==> src/design/html_entity_escaper_assert.svh <==
// ----------------------------------------------------------------------------
// html entity escaper assertion macros
// shared property wrappers, clocked on clk and disabled while rst is high
// ----------------------------------------------------------------------------
`ifndef HTML_ENTITY_ESCAPER_ASSERT_SVH
`define HTML_ENTITY_ESCAPER_ASSERT_SVH

// property that must hold at every clock edge out of reset
`define HEE_ASSERT(label, prop, msg) \
  label: assert property (@(posedge clk) disable iff (rst) prop) else $error(msg);

// consequent must hold in the cycle after the antecedent
`define HEE_ASSERT_NEXT(label, ante, cons, msg) \
  label: assert property (@(posedge clk) disable iff (rst) ante |=> cons) else $error(msg);

`endif

==> src/design/hee_pkg.sv <==
// ----------------------------------------------------------------------------
// hee_pkg
// types, entity table and byte classification for the html entity escaper
// ----------------------------------------------------------------------------
`timescale 1ns / 1ps

package hee_pkg;

  // what a kept byte turns into on the output
  typedef enum logic [3:0] {
    KIND_QUOT  = 4'd0,
    KIND_APOS  = 4'd1,
    KIND_BSL   = 4'd2,
    KIND_LBR   = 4'd3,
    KIND_RBR   = 4'd4,
    KIND_BAR   = 4'd5,
    KIND_PCT   = 4'd6,
    KIND_COLON = 4'd7,
    KIND_LT    = 4'd8,
    KIND_GT    = 4'd9,
    KIND_PLAIN = 4'd10
  } hee_kind_t;

  typedef struct packed {
    hee_kind_t   kind;
    logic [7:0]  data;
  } hee_entry_t;

  localparam int unsigned ENT_MAX = 6;
  localparam int unsigned POS_W   = 3;

  // entity strings, left aligned in ENT_MAX bytes
  localparam logic [8*ENT_MAX-1:0] ENT_QUOT  = "&quot;";
  localparam logic [8*ENT_MAX-1:0] ENT_APOS  = {"&#39;", 8'h00};
  localparam logic [8*ENT_MAX-1:0] ENT_BSL   = {"&#92;", 8'h00};
  localparam logic [8*ENT_MAX-1:0] ENT_LBR   = "&#123;";
  localparam logic [8*ENT_MAX-1:0] ENT_RBR   = "&#125;";
  localparam logic [8*ENT_MAX-1:0] ENT_BAR   = "&#124;";
  localparam logic [8*ENT_MAX-1:0] ENT_PCT   = {"&#37;", 8'h00};
  localparam logic [8*ENT_MAX-1:0] ENT_COLON = {"&#58;", 8'h00};
  localparam logic [8*ENT_MAX-1:0] ENT_LT    = {"&lt;", 16'h0000};
  localparam logic [8*ENT_MAX-1:0] ENT_GT    = {"&gt;", 16'h0000};

  function automatic logic is_white(input logic [7:0] b);
    is_white = b inside {8'h20, [8'h09:8'h0D]};
  endfunction

  function automatic hee_kind_t classify(input logic [7:0] b);
    case (b)
      8'h22:   classify = KIND_QUOT;
      8'h27:   classify = KIND_APOS;
      8'h5C:   classify = KIND_BSL;
      8'h7B:   classify = KIND_LBR;
      8'h7D:   classify = KIND_RBR;
      8'h7C:   classify = KIND_BAR;
      8'h25:   classify = KIND_PCT;
      8'h3A:   classify = KIND_COLON;
      8'h3C:   classify = KIND_LT;
      8'h3E:   classify = KIND_GT;
      default: classify = KIND_PLAIN;
    endcase
  endfunction

  function automatic logic [POS_W-1:0] ent_len(input hee_kind_t k);
    case (k)
      KIND_QUOT, KIND_LBR, KIND_RBR, KIND_BAR:   ent_len = 3'd6;
      KIND_APOS, KIND_BSL, KIND_PCT, KIND_COLON: ent_len = 3'd5;
      KIND_LT, KIND_GT:                          ent_len = 3'd4;
      default:                                   ent_len = 3'd1;
    endcase
  endfunction

  function automatic logic [8*ENT_MAX-1:0] ent_text(input hee_kind_t k);
    case (k)
      KIND_QUOT:  ent_text = ENT_QUOT;
      KIND_APOS:  ent_text = ENT_APOS;
      KIND_BSL:   ent_text = ENT_BSL;
      KIND_LBR:   ent_text = ENT_LBR;
      KIND_RBR:   ent_text = ENT_RBR;
      KIND_BAR:   ent_text = ENT_BAR;
      KIND_PCT:   ent_text = ENT_PCT;
      KIND_COLON: ent_text = ENT_COLON;
      KIND_LT:    ent_text = ENT_LT;
      KIND_GT:    ent_text = ENT_GT;
      default:    ent_text = '0;
    endcase
  endfunction

  // byte number pos of the expansion of entry e
  function automatic logic [7:0] ent_char(input hee_entry_t e, input logic [POS_W-1:0] pos);
    logic [8*ENT_MAX-1:0] txt;
    logic [POS_W-1:0]     sel;
    txt = ent_text(e.kind);
    sel = POS_W'(ENT_MAX - 1) - pos;
    if (e.kind == KIND_PLAIN) begin
      ent_char = e.data;
    end else begin
      ent_char = txt[{sel, 3'b000} +: 8];
    end
  endfunction

endpackage

==> src/design/hee_ifs.sv <==
// ----------------------------------------------------------------------------
// hee channel interfaces
// valid/ready channels for input text bytes and escaped output bytes
// ----------------------------------------------------------------------------
`timescale 1ns / 1ps

interface hee_in_if;
  logic       valid;
  logic       ready;
  logic [7:0] text_byte;
  logic       starts_text;

  modport source (output valid, output text_byte, output starts_text, input ready);
  modport sink (input valid, input text_byte, input starts_text, output ready);
endinterface

interface hee_out_if;
  logic       valid;
  logic       ready;
  logic [7:0] out_byte;
  logic       last_of_run;

  modport source (output valid, output out_byte, output last_of_run, input ready);
  modport sink (input valid, input out_byte, input last_of_run, output ready);
endinterface

==> src/design/html_entity_escaper.sv <==
// ----------------------------------------------------------------------------
// html_entity_escaper
// streaming html entity escaper with whitespace collapsing
// ----------------------------------------------------------------------------
// Takes text one byte per input beat and emits the escaped text one byte per
// output beat. Whitespace (space, tab, newline, vertical tab, form feed,
// carriage return) at the start of a text or after a kept whitespace byte is
// dropped; starts_text marks the first byte of a new text. The ten special
// characters " ' \ { } | % : < > become their entity strings (4 to 6 beats),
// every other byte passes as one beat, and last_of_run flags the final beat
// of each input byte. Rate: the input side takes one byte per cycle as long
// as the entry queue has room; the output side gives one beat per cycle
// while the queue holds an entry and the sink is ready, so a plain byte
// gives one beat and a special character as many beats as its entity has
// bytes. A dropped byte is taken on the input and gives no output. From
// input beat to first output beat a byte passes the classify register of
// the front, the entry queue and the output register of the back. The queue
// (QUEUE_DEPTH entries, 2 to 32) lets the front keep taking bytes while the
// back expands an entity.
`timescale 1ns / 1ps

module html_entity_escaper #(
  parameter int unsigned QUEUE_DEPTH = 4
) (
  input  logic     clk,
  input  logic     rst,
  hee_in_if.sink   text_in,
  hee_out_if.source text_out
);
  import hee_pkg::*;

  // front to queue
  logic       push;
  hee_entry_t push_entry;
  logic       full;

  // queue to back
  logic       pop;
  hee_entry_t head;
  logic       empty;

  // classify and drop redundant whitespace
  hee_front u_front (
    .clk        (clk),
    .rst        (rst),
    .text_in    (text_in),
    .push       (push),
    .push_entry (push_entry),
    .full       (full)
  );

  // decouples intake from entity expansion
  hee_fifo #(
    .DEPTH (QUEUE_DEPTH)
  ) u_fifo (
    .clk        (clk),
    .rst        (rst),
    .push       (push),
    .push_entry (push_entry),
    .full       (full),
    .pop        (pop),
    .head       (head),
    .empty      (empty)
  );

  // expand entries into output beats
  hee_back u_back (
    .clk      (clk),
    .rst      (rst),
    .head     (head),
    .empty    (empty),
    .pop      (pop),
    .text_out (text_out)
  );

endmodule

==> src/design/hee_front.sv <==
// ----------------------------------------------------------------------------
// hee_front
// accepts input beats, drops redundant whitespace, classifies kept bytes
// ----------------------------------------------------------------------------
`timescale 1ns / 1ps

module hee_front (
  input  logic              clk,
  input  logic              rst,
  hee_in_if.sink            text_in,
  output logic              push,
  output hee_pkg::hee_entry_t push_entry,
  input  logic              full
);
  import hee_pkg::*;

  logic       slot_valid;
  hee_entry_t slot;
  logic       prev_space;

  logic accept;
  logic space_mem;
  logic white;
  logic drop;

  assign push           = slot_valid && !full;
  assign push_entry     = slot;
  assign text_in.ready  = !slot_valid || !full;
  assign accept         = text_in.valid && text_in.ready;

  // a new text behaves as if a space was just kept
  assign space_mem = text_in.starts_text || prev_space;
  assign white     = is_white(text_in.text_byte);
  assign drop      = space_mem && white;

  always_ff @(posedge clk) begin
    if (rst) begin
      slot_valid <= 1'b0;
      prev_space <= 1'b1;
    end else begin
      slot_valid <= (accept && !drop) || (slot_valid && !push);
      if (accept) begin
        // a dropped blank keeps the space memory set, also when it opens a text
        prev_space <= drop ? 1'b1 : white;
      end
    end
  end

  always_ff @(posedge clk) begin
    if (accept && !drop) begin
      slot.kind <= classify(text_in.text_byte);
      slot.data <= text_in.text_byte;
    end
  end

endmodule

==> src/design/hee_fifo.sv <==
// ----------------------------------------------------------------------------
// hee_fifo
// short register queue of classified entries between front and back
// ----------------------------------------------------------------------------
`timescale 1ns / 1ps
`include "html_entity_escaper_assert.svh"

module hee_fifo #(
  parameter int unsigned DEPTH = 4
) (
  input  logic                clk,
  input  logic                rst,
  input  logic                push,
  input  hee_pkg::hee_entry_t push_entry,
  output logic                full,
  input  logic                pop,
  output hee_pkg::hee_entry_t head,
  output logic                empty
);
  import hee_pkg::*;

  localparam int unsigned PTR_W = $clog2(DEPTH);
  localparam int unsigned CNT_W = $clog2(DEPTH + 1);

  hee_entry_t       entries [DEPTH];
  logic [PTR_W-1:0] wr_ptr;
  logic [PTR_W-1:0] rd_ptr;
  logic [CNT_W-1:0] count;

  logic do_push;
  logic do_pop;

  assign full    = count == CNT_W'(DEPTH);
  assign empty   = count == '0;
  assign head    = entries[rd_ptr];
  assign do_push = push && !full;
  assign do_pop  = pop && !empty;

  function automatic logic [PTR_W-1:0] wrap_inc(input logic [PTR_W-1:0] p);
    wrap_inc = (p == PTR_W'(DEPTH - 1)) ? '0 : p + 1'b1;
  endfunction

  always_ff @(posedge clk) begin
    if (rst) begin
      wr_ptr <= '0;
      rd_ptr <= '0;
      count  <= '0;
    end else begin
      if (do_push) begin
        wr_ptr <= wrap_inc(wr_ptr);
      end
      if (do_pop) begin
        rd_ptr <= wrap_inc(rd_ptr);
      end
      if (do_push && !do_pop) begin
        count <= count + 1'b1;
      end else if (do_pop && !do_push) begin
        count <= count - 1'b1;
      end
    end
  end

  always_ff @(posedge clk) begin
    if (do_push) begin
      entries[wr_ptr] <= push_entry;
    end
  end

  `HEE_ASSERT(a_fifo_full_ptrs, full |-> wr_ptr == rd_ptr, "fifo full with pointers apart")
  `HEE_ASSERT(a_fifo_count_bound, count <= CNT_W'(DEPTH), "fifo count beyond depth")

endmodule

==> src/design/hee_back.sv <==
// ----------------------------------------------------------------------------
// hee_back
// expands queued entries into output beats through a registered output
// ----------------------------------------------------------------------------
`timescale 1ns / 1ps
`include "html_entity_escaper_assert.svh"

module hee_back (
  input  logic                clk,
  input  logic                rst,
  input  hee_pkg::hee_entry_t head,
  input  logic                empty,
  output logic                pop,
  hee_out_if.source           text_out
);
  import hee_pkg::*;

  logic             o_valid;
  logic [7:0]       o_byte;
  logic             o_last;
  logic [POS_W-1:0] pos;

  logic             load;
  logic             last;
  logic [POS_W-1:0] len;

  assign len  = ent_len(head.kind);
  assign last = pos == len - 1'b1;
  assign load = !empty && (!o_valid || text_out.ready);
  assign pop  = load && last;

  assign text_out.valid       = o_valid;
  assign text_out.out_byte    = o_byte;
  assign text_out.last_of_run = o_last;

  always_ff @(posedge clk) begin
    if (rst) begin
      o_valid <= 1'b0;
      pos     <= '0;
    end else begin
      if (load) begin
        o_valid <= 1'b1;
        pos     <= last ? '0 : pos + 1'b1;
      end else if (text_out.ready) begin
        o_valid <= 1'b0;
      end
    end
  end

  always_ff @(posedge clk) begin
    if (load) begin
      o_byte <= ent_char(head, pos);
      o_last <= last;
    end
  end

  `HEE_ASSERT(a_pos_in_range, !empty |-> pos < len, "expansion position past entity end")
  `HEE_ASSERT_NEXT(a_pos_restart, pop, pos == '0, "position not restarted after last beat")
  `HEE_ASSERT_NEXT(a_last_marks_pop, load && last, o_valid && o_last, "last beat not marked")

endmodule
==> src/flat_wrapper.sv <==
// flat-port wrapper written by rule: the top's interface ports become plain ports
module html_entity_escaper_flat import hee_pkg::*;
#(
  parameter int unsigned QUEUE_DEPTH = 4
)
  (clk, rst, text_in_valid, text_in_text_byte, text_in_starts_text, text_in_ready, text_out_valid, text_out_out_byte, text_out_last_of_run, text_out_ready);
  hee_in_if text_in_i ();
  hee_out_if text_out_i ();
  input  logic clk;
  input  logic rst;
  input wire logic [$bits(text_in_i.valid)-1:0] text_in_valid;
  input wire logic [$bits(text_in_i.text_byte)-1:0] text_in_text_byte;
  input wire logic [$bits(text_in_i.starts_text)-1:0] text_in_starts_text;
  output wire logic [$bits(text_in_i.ready)-1:0] text_in_ready;
  output wire logic [$bits(text_out_i.valid)-1:0] text_out_valid;
  output wire logic [$bits(text_out_i.out_byte)-1:0] text_out_out_byte;
  output wire logic [$bits(text_out_i.last_of_run)-1:0] text_out_last_of_run;
  input wire logic [$bits(text_out_i.ready)-1:0] text_out_ready;
  assign text_in_i.valid = text_in_valid;
  assign text_in_i.text_byte = text_in_text_byte;
  assign text_in_i.starts_text = text_in_starts_text;
  assign text_in_ready = text_in_i.ready;
  assign text_out_valid = text_out_i.valid;
  assign text_out_out_byte = text_out_i.out_byte;
  assign text_out_last_of_run = text_out_i.last_of_run;
  assign text_out_i.ready = text_out_ready;
  html_entity_escaper #(.QUEUE_DEPTH(QUEUE_DEPTH)) u_core (.clk(clk), .rst(rst), .text_in(text_in_i), .text_out(text_out_i));
endmodule
==> config.mk <==
export PLATFORM = sky130hd
export DESIGN_NAME = html_entity_escaper_flat
export DESIGN_NICKNAME = d
export VERILOG_FILES = /design/src/design/hee_pkg.sv /design/src/design/hee_ifs.sv /design/src/design/html_entity_escaper.sv /design/src/design/hee_front.sv /design/src/design/hee_fifo.sv /design/src/design/hee_back.sv /design/src/flat_wrapper.sv
export VERILOG_INCLUDE_DIRS = /design/src /design/src/design
export SDC_FILE = /design/constraint.sdc
export NUM_CORES = 1
export LEC_CHECK = 0
export ABC_AREA = 0
export BUFFER_PORTS_ARGS = -buffer_cell sky130_fd_sc_hd__buf_2
export CORE_MARGIN = 4
export CORE_UTILIZATION = 36
export CTS_CLUSTER_DIAMETER = 100
export DETAILED_ROUTE_END_ITERATION = 12
export HOLD_SLACK_MARGIN = 0.02
export PLACE_DENSITY = 0.58
export SYNTH_ARGS = -nofsm -noshare
export SYNTH_HDL_FRONTEND = slang
export SYNTH_SLANG_ARGS = --single-unit
export TNS_END_PERCENT = 100
==> constraint.sdc <==
create_clock -name clk -period 6.05 [get_ports clk]
set_clock_uncertainty 0.15 [all_clocks]
set_input_delay 1.21 -clock clk [delete_from_list [all_inputs] [get_ports clk]]
set_output_delay 1.21 -clock clk [all_outputs]
set_load 0.01 [all_outputs]
Word-level counts from Yosys, hierarchy flattened:

Memories as Yosys holds them, arrays and structs flattened. A register that Yosys moved wholly into a read port is not among the register bits.
Index checks and enable logic that the tools add are counted.

* $add $sub $neg: 7
* magnitude comparators: 2
* eq/ne operators: 16
* shift operators: 1
* multiplexer cells: 15
* reduce and logical (&&, ||, !) cells: 28

Operators with widths (number)
* $eq A8 B6 Y1 const B: 7
* $mux W48: 1
* $shiftx A48 B7 Y8: 1
* $pmux W4 S10: 1
* $eq A8 B7 Y1 const B: 4
* $logic_and A1 B1 Y1: 12
* $mux W3: 3
* $ge A8 B4 Y1 const B: 1
* $le A8 B4 Y1 const B: 1
* $logic_not A1 Y1: 8
* $mux W2: 4
* $mux W8: 1
* $add A3 B1 Y3 const B: 2
* $reduce_bool A2 Y1: 3
* $sub A3 B1 Y3 const B: 2
* $mux W1: 5
* $add A2 B1 Y2 const B: 2
* $eq A2 B2 Y1 const B: 2
* $eq A4 B4 Y1 const B: 1
* $logic_or A1 B1 Y1: 4
* $eq A3 B3 Y1: 1
* $eq A3 B3 Y1 const B: 1
* $logic_not A3 Y1: 1
* $sub A3 B3 Y3 const A: 1

* register bits: 34
* bits in writable memories: 48
* memory bits (read-only): 624
* bits of input ports: 13
* output and inout port bits: 11
* memories kept: 3

Memories
* (no name shown): words 16, bits a word 36, rd ports 1, clocked after memory_dff 0, write ports 0, line hee_pkg.sv:74 `case (k)`
* (no name shown): words 16, bits a word 3, rd ports 1, clocked after memory_dff 0, write ports 0, line hee_pkg.sv:65 `case (k)`
* u_core.u_fifo.entries: words 4, bits a word 12, rd ports 1, clocked after memory_dff 1, write ports 1, line hee_fifo.sv:25 `hee_entry_t entries [DEPTH];`

Depth between registers and ports, before layout:

* word-level depth: 8
* mapped depth: 18

Modules after synthesis:

A second synthesis with hierarchy kept.

* cells, all modules: 319
* area total of the unflattened synthesis: 4112.7 µm²

Modules (own cells, without submodules)
* hee_fifo: times used 1, cells each 112, area each 2218.4 µm²
* hee_back: times used 1, cells each 143, area each 1168.6 µm²
* hee_front: times used 1, cells each 64, area each 725.7 µm²

Worst setup path before layout:

Ideal clock, no wire load.

* path kind: register to register
* from: register with a tool-made name
* to: register u_core.u_fifo.count[2]
* library setup time: 71 ps
* data arrival time: 4388 ps
* required time: 5829 ps
* slack: 1441 ps
* stages on the path, launching flop included: 19
* path buffers: 1
* cells stage by stage: dfxtp_1 -> mux4_1 -> buf_2 -> inv_1 -> ha_1 -> mux2_4 -> or2_2 -> ha_1 -> xnor2_1 -> nor2b_1 -> mux2i_1 -> a211oi_4 -> inv_1 -> ha_1 -> inv_1 -> fa_1 -> xor2_1 -> or3_1 -> a21oi_1

RTL lines
* end signal, assigned: line hee_fifo.sv:56 `count <= count + 1'b1;`
* end signal, assigned: line hee_fifo.sv:58 `count <= count - 1'b1;`
* end, declared: line hee_fifo.sv:28 `logic [CNT_W-1:0] count;`

==> impl_summary.txt <==
----------------------------------------------------
[Outcome]
  Run status ... complete, no violations

[Drt]
  Wire length after detailed routing ... 7.58 mm
  DRC violation count after routing ... 0
  1st-iter DRT viols ... 215
  DRT antenna net count ... 0
  Drt first pass iters ... 6
  Total number of vias ... 2579
  Detailed-route vias per instance ... 5.35
  Wire per inst ... 15.7 µm

[Place]
  Hpwl dp ... 5.32 mm
  Count of buffers from port buffering ... 23
  Placer Congestion ... 0.863
  Total placed instance area ... 4400 µm²

[Die]
  Core outline area ... 11400 µm²
  Effective utilization at floorplan ... 36.7%
  Number of placement rows ... 39
  I/O pin total ... 24
  Chip Height ... 116 µm
  Area of the die ... 13400 µm²
  Die width ... 116 µm

[STA]
  Worst-Margin Slew ... 814 ps
  Slew HR ... 45.8%
  Final-report setup violation count ... 0
  Hold Vio Cnt, Final ... 0
  Setup TNS after final layout ... 0 ps
  Fmax ... 199 MHz
  Hold slack ... 318 ps
  Count of pins over their slew limit ... 0
  Period Utilization, post-route ... 82.9%
  Setup repair after global routing missed its margin ... no
  Shortest period the worst path allows ... 5020 ps

[Clock network]
  TritonCTS clock tree ... built
  Max clock buf depth ... 2
  Number of gates resized after cts ... 0
  Count of hold buffers inserted by post-cts repair ... 0
  Setup fix buffers added after clock tree synthesis ... 0
  H-Tree Depth ... 3
  Sink Count ... 84
  Clock input transition at the sequential cells of the worst setup and hold paths ... 70 ps
  Number of CTS-inserted buffers ... 9
  Source-to-sink clock delay at the later pin of the worst-skew pair ... 340 ps
  Cell at the root of the clock tree ... clkbuf_16

[Synthesis]
  Number of distinct library cells after synthesis ... 60
  Mean cell area of the mapped netlist ... 13.3 µm²
  Cell with the most instances after synthesis ... edfxtp_1
  Sequential-to-total area share from yosys stat ... 56.8%
  Most used flip-flop cell after synthesis ... edfxtp_1
  Number of storage elements in the synthesis netlist ... 84
  Number of enable flip-flop cells after synthesis ... 69
  Post-Syn Instances ... 315
  Syn Nets ... 343
  Share of Yosys cell area claimed by the top area cell type ... 49.6%
  Cells taking the most area after synthesis ... edfxtp_1 (50%), dfxtp_1 (7.2%), mux4_1 (4.4%), ha_1 (4.2%), mux4_2 (2.7%)
  Number of synthesis warnings ... 0
  Most used standard cells in the synthesized netlist ... edfxtp_1 (69), nor2_1 (22), inv_1 (16)
  Post-synthesis cell type with the largest combined area ... edfxtp_1
  Summed instance area of the synthesized netlist ... 4170 µm²
  Share of async-settable or async-resettable flops after synthesis ... 0%

[Global route]
  Total gr overflow ... 0
  Wire length of the first global-routing pass ... 12.5 mm
  Vias in the first global route ... 2453
  Number of antenna violations at the first check in global routing ... 0
  All-Layer GR Usage ... 12.2%
  Maximum number of pins on one net before global-route repair ... 31

[Final layout]
  Fraction of final layout cells sized beyond drive strength 1 ... 18.6%
  Sequential standard cell area ... 2370 µm²
  Net count of the finished layout ... 362
  Non-Filler Cell Area, Final ... 4700 µm²
  Ant. Diodes ... 0
  Area growth from synthesis to layout ... 12.6%
  # fillers ... 1068
  Area occupied by multi-input gates ... 1650 µm²

[Critical path]
  Startpoint Class ... flop
  Class of the most critical setup path ... reg2reg
  Maximum fanout along the worst path ... 24
  Data arrival time of the critical path ... 5130 ps
  Critical path endpoint category ... flop
  Worst path required time ... 6170 ps

[Worst hold path]
  Path category of the worst min-delay check ... reg2reg
  Startpoint of the tightest hold check path ... u_core.u_back.text_out.valid

[Power]
  Worst supply voltage drop on vdd ... 0.000183 V
  Total power per unit cell area ... 409 nW/µm²
  Total leakage power ... 1.62 nW

[Flow run]
  Number of maximum-capacitance violations ... 0

----------------------------------------------------
==> where the power goes <==
part	leakage, nW	internal (mW)	switching (mW)
registers	0.754	0.728	0.0604
logic	0.719	0.252	0.342
clock network	0.149	0.293	0.248
total	1.62	1.27	0.651
==> critical path, stage by stage, from the launching register on <==
cell      delay, ps
dfxtp_1         500
buf_4           250
mux4_1          940
mux2_4          470
or2_2           280
ha_1            280
xnor2_1         180
nor2b_1          70
mux2i_1         350
a211oi_4         90
inv_1            80
ha_1            170
inv_1            70
fa_1            430
xor2_1          180
or3_1           300
a21oi_1         140
==> metal layers <==
| metal | GRT usage (%) | vias to the layer above | part of all wire [%] |
|---|---|---|---|
| li1 | - | 1258 | - |
| met1 | 15.6 | 1241 | 46 |
| met2 | 19.7 | 64 | 47 |
| met3 | 2.66 | 16 | 4.6 |
| met4 | 5.96 | 0 | 2.4 |
| met5 | 0 | - | 0 |
==> cells in the final DEF, fill, tap and decap left out, types with 3 or more instances in the layout <==
master     Yosys  routed
edfxtp_1      69      69
buf_2          7      23
nor2_1        22      22
inv_1         16      16
a21oi_1       15      15
dfxtp_1       15      15
ha_1          14      14
nand2_1       12      12
o21ai_0       11      11
clkbuf_16      0       9
nor3_1         8       8
mux4_1         7       7
nor2b_1        6       6
nand3b_1       6       6
mux2i_1        6       6
mux4_2         5       5
nand2b_1       5       5
o22ai_1        4       4
and2_1         4       4
or3_1          3       3
nand4b_1       3       3
a32o_1         3       3
nor4_1         3       3
a211o_1        3       3
o21a_1         3       3
o21bai_1       3       3
a211oi_1       3       3
mux2_2         3       3
xor2_1         3       3
clkinv_4       0       3
==> per-stage QoR <==
step	power, mW	cells	setup slack (ps)	utilization [%]
after global placement	1.39	466	1130	38.7
after global routing	2.06	482	646	41.4
after floorplan	1.26	315	1440	-
final	1.92	482	1030	41.4
after detailed placement	1.40	466	1050	38.7
after CTS	1.94	482	1020	41.4
==> flip-flops by register name, summed over array words and instances (netlist names), 2 cells and up, named ones only <==
register,flops
u_core.u_fifo.wr_ptr,2
u_core.u_fifo.rd_ptr,2
u_core.u_front.push_entry,12
u_core.u_fifo.entries,48
u_core.u_back.text_out.out_byte,8
u_core.u_back.pos,3
u_core.u_fifo.count,3
==> layout make-up <==
cell class	count	area share [%]
Inverter	17	1.36
Tap cell	143	3.81
Multi-Input combinational cell	197	35.1
Timing Repair Buffer	25	2.77
Clock buffer	9	4.79
Clock inverter	7	1.73
Sequential cell	84	50.5
==> logic make-up (layout without fill, tap and decap cells) <==
group,count (synthesis),count (layout),share of synthesized area [%]
AO/OA/AOI/OAI,65,65,11.4
adder cells (fa/ha/maj),15,15,4.68
buffers and inverters,34,58,3.63
multiplexers,23,23,10.1
flip-flops,84,84,56.8
AND/OR/NAND/NOR,89,89,12.3
XOR/XNOR,5,5,1.05
==> final timing paths <==
path                                  end  slack, ps  cells past startpoint
max                u_core.u_fifo.count[2]       1030                     16
min          u_core.u_back.text_out.valid        320                      2
max reg2reg        u_core.u_fifo.count[2]       1030                     16
min reg2reg  u_core.u_back.text_out.valid        320                      2
(Power assumes the default switching activity.)
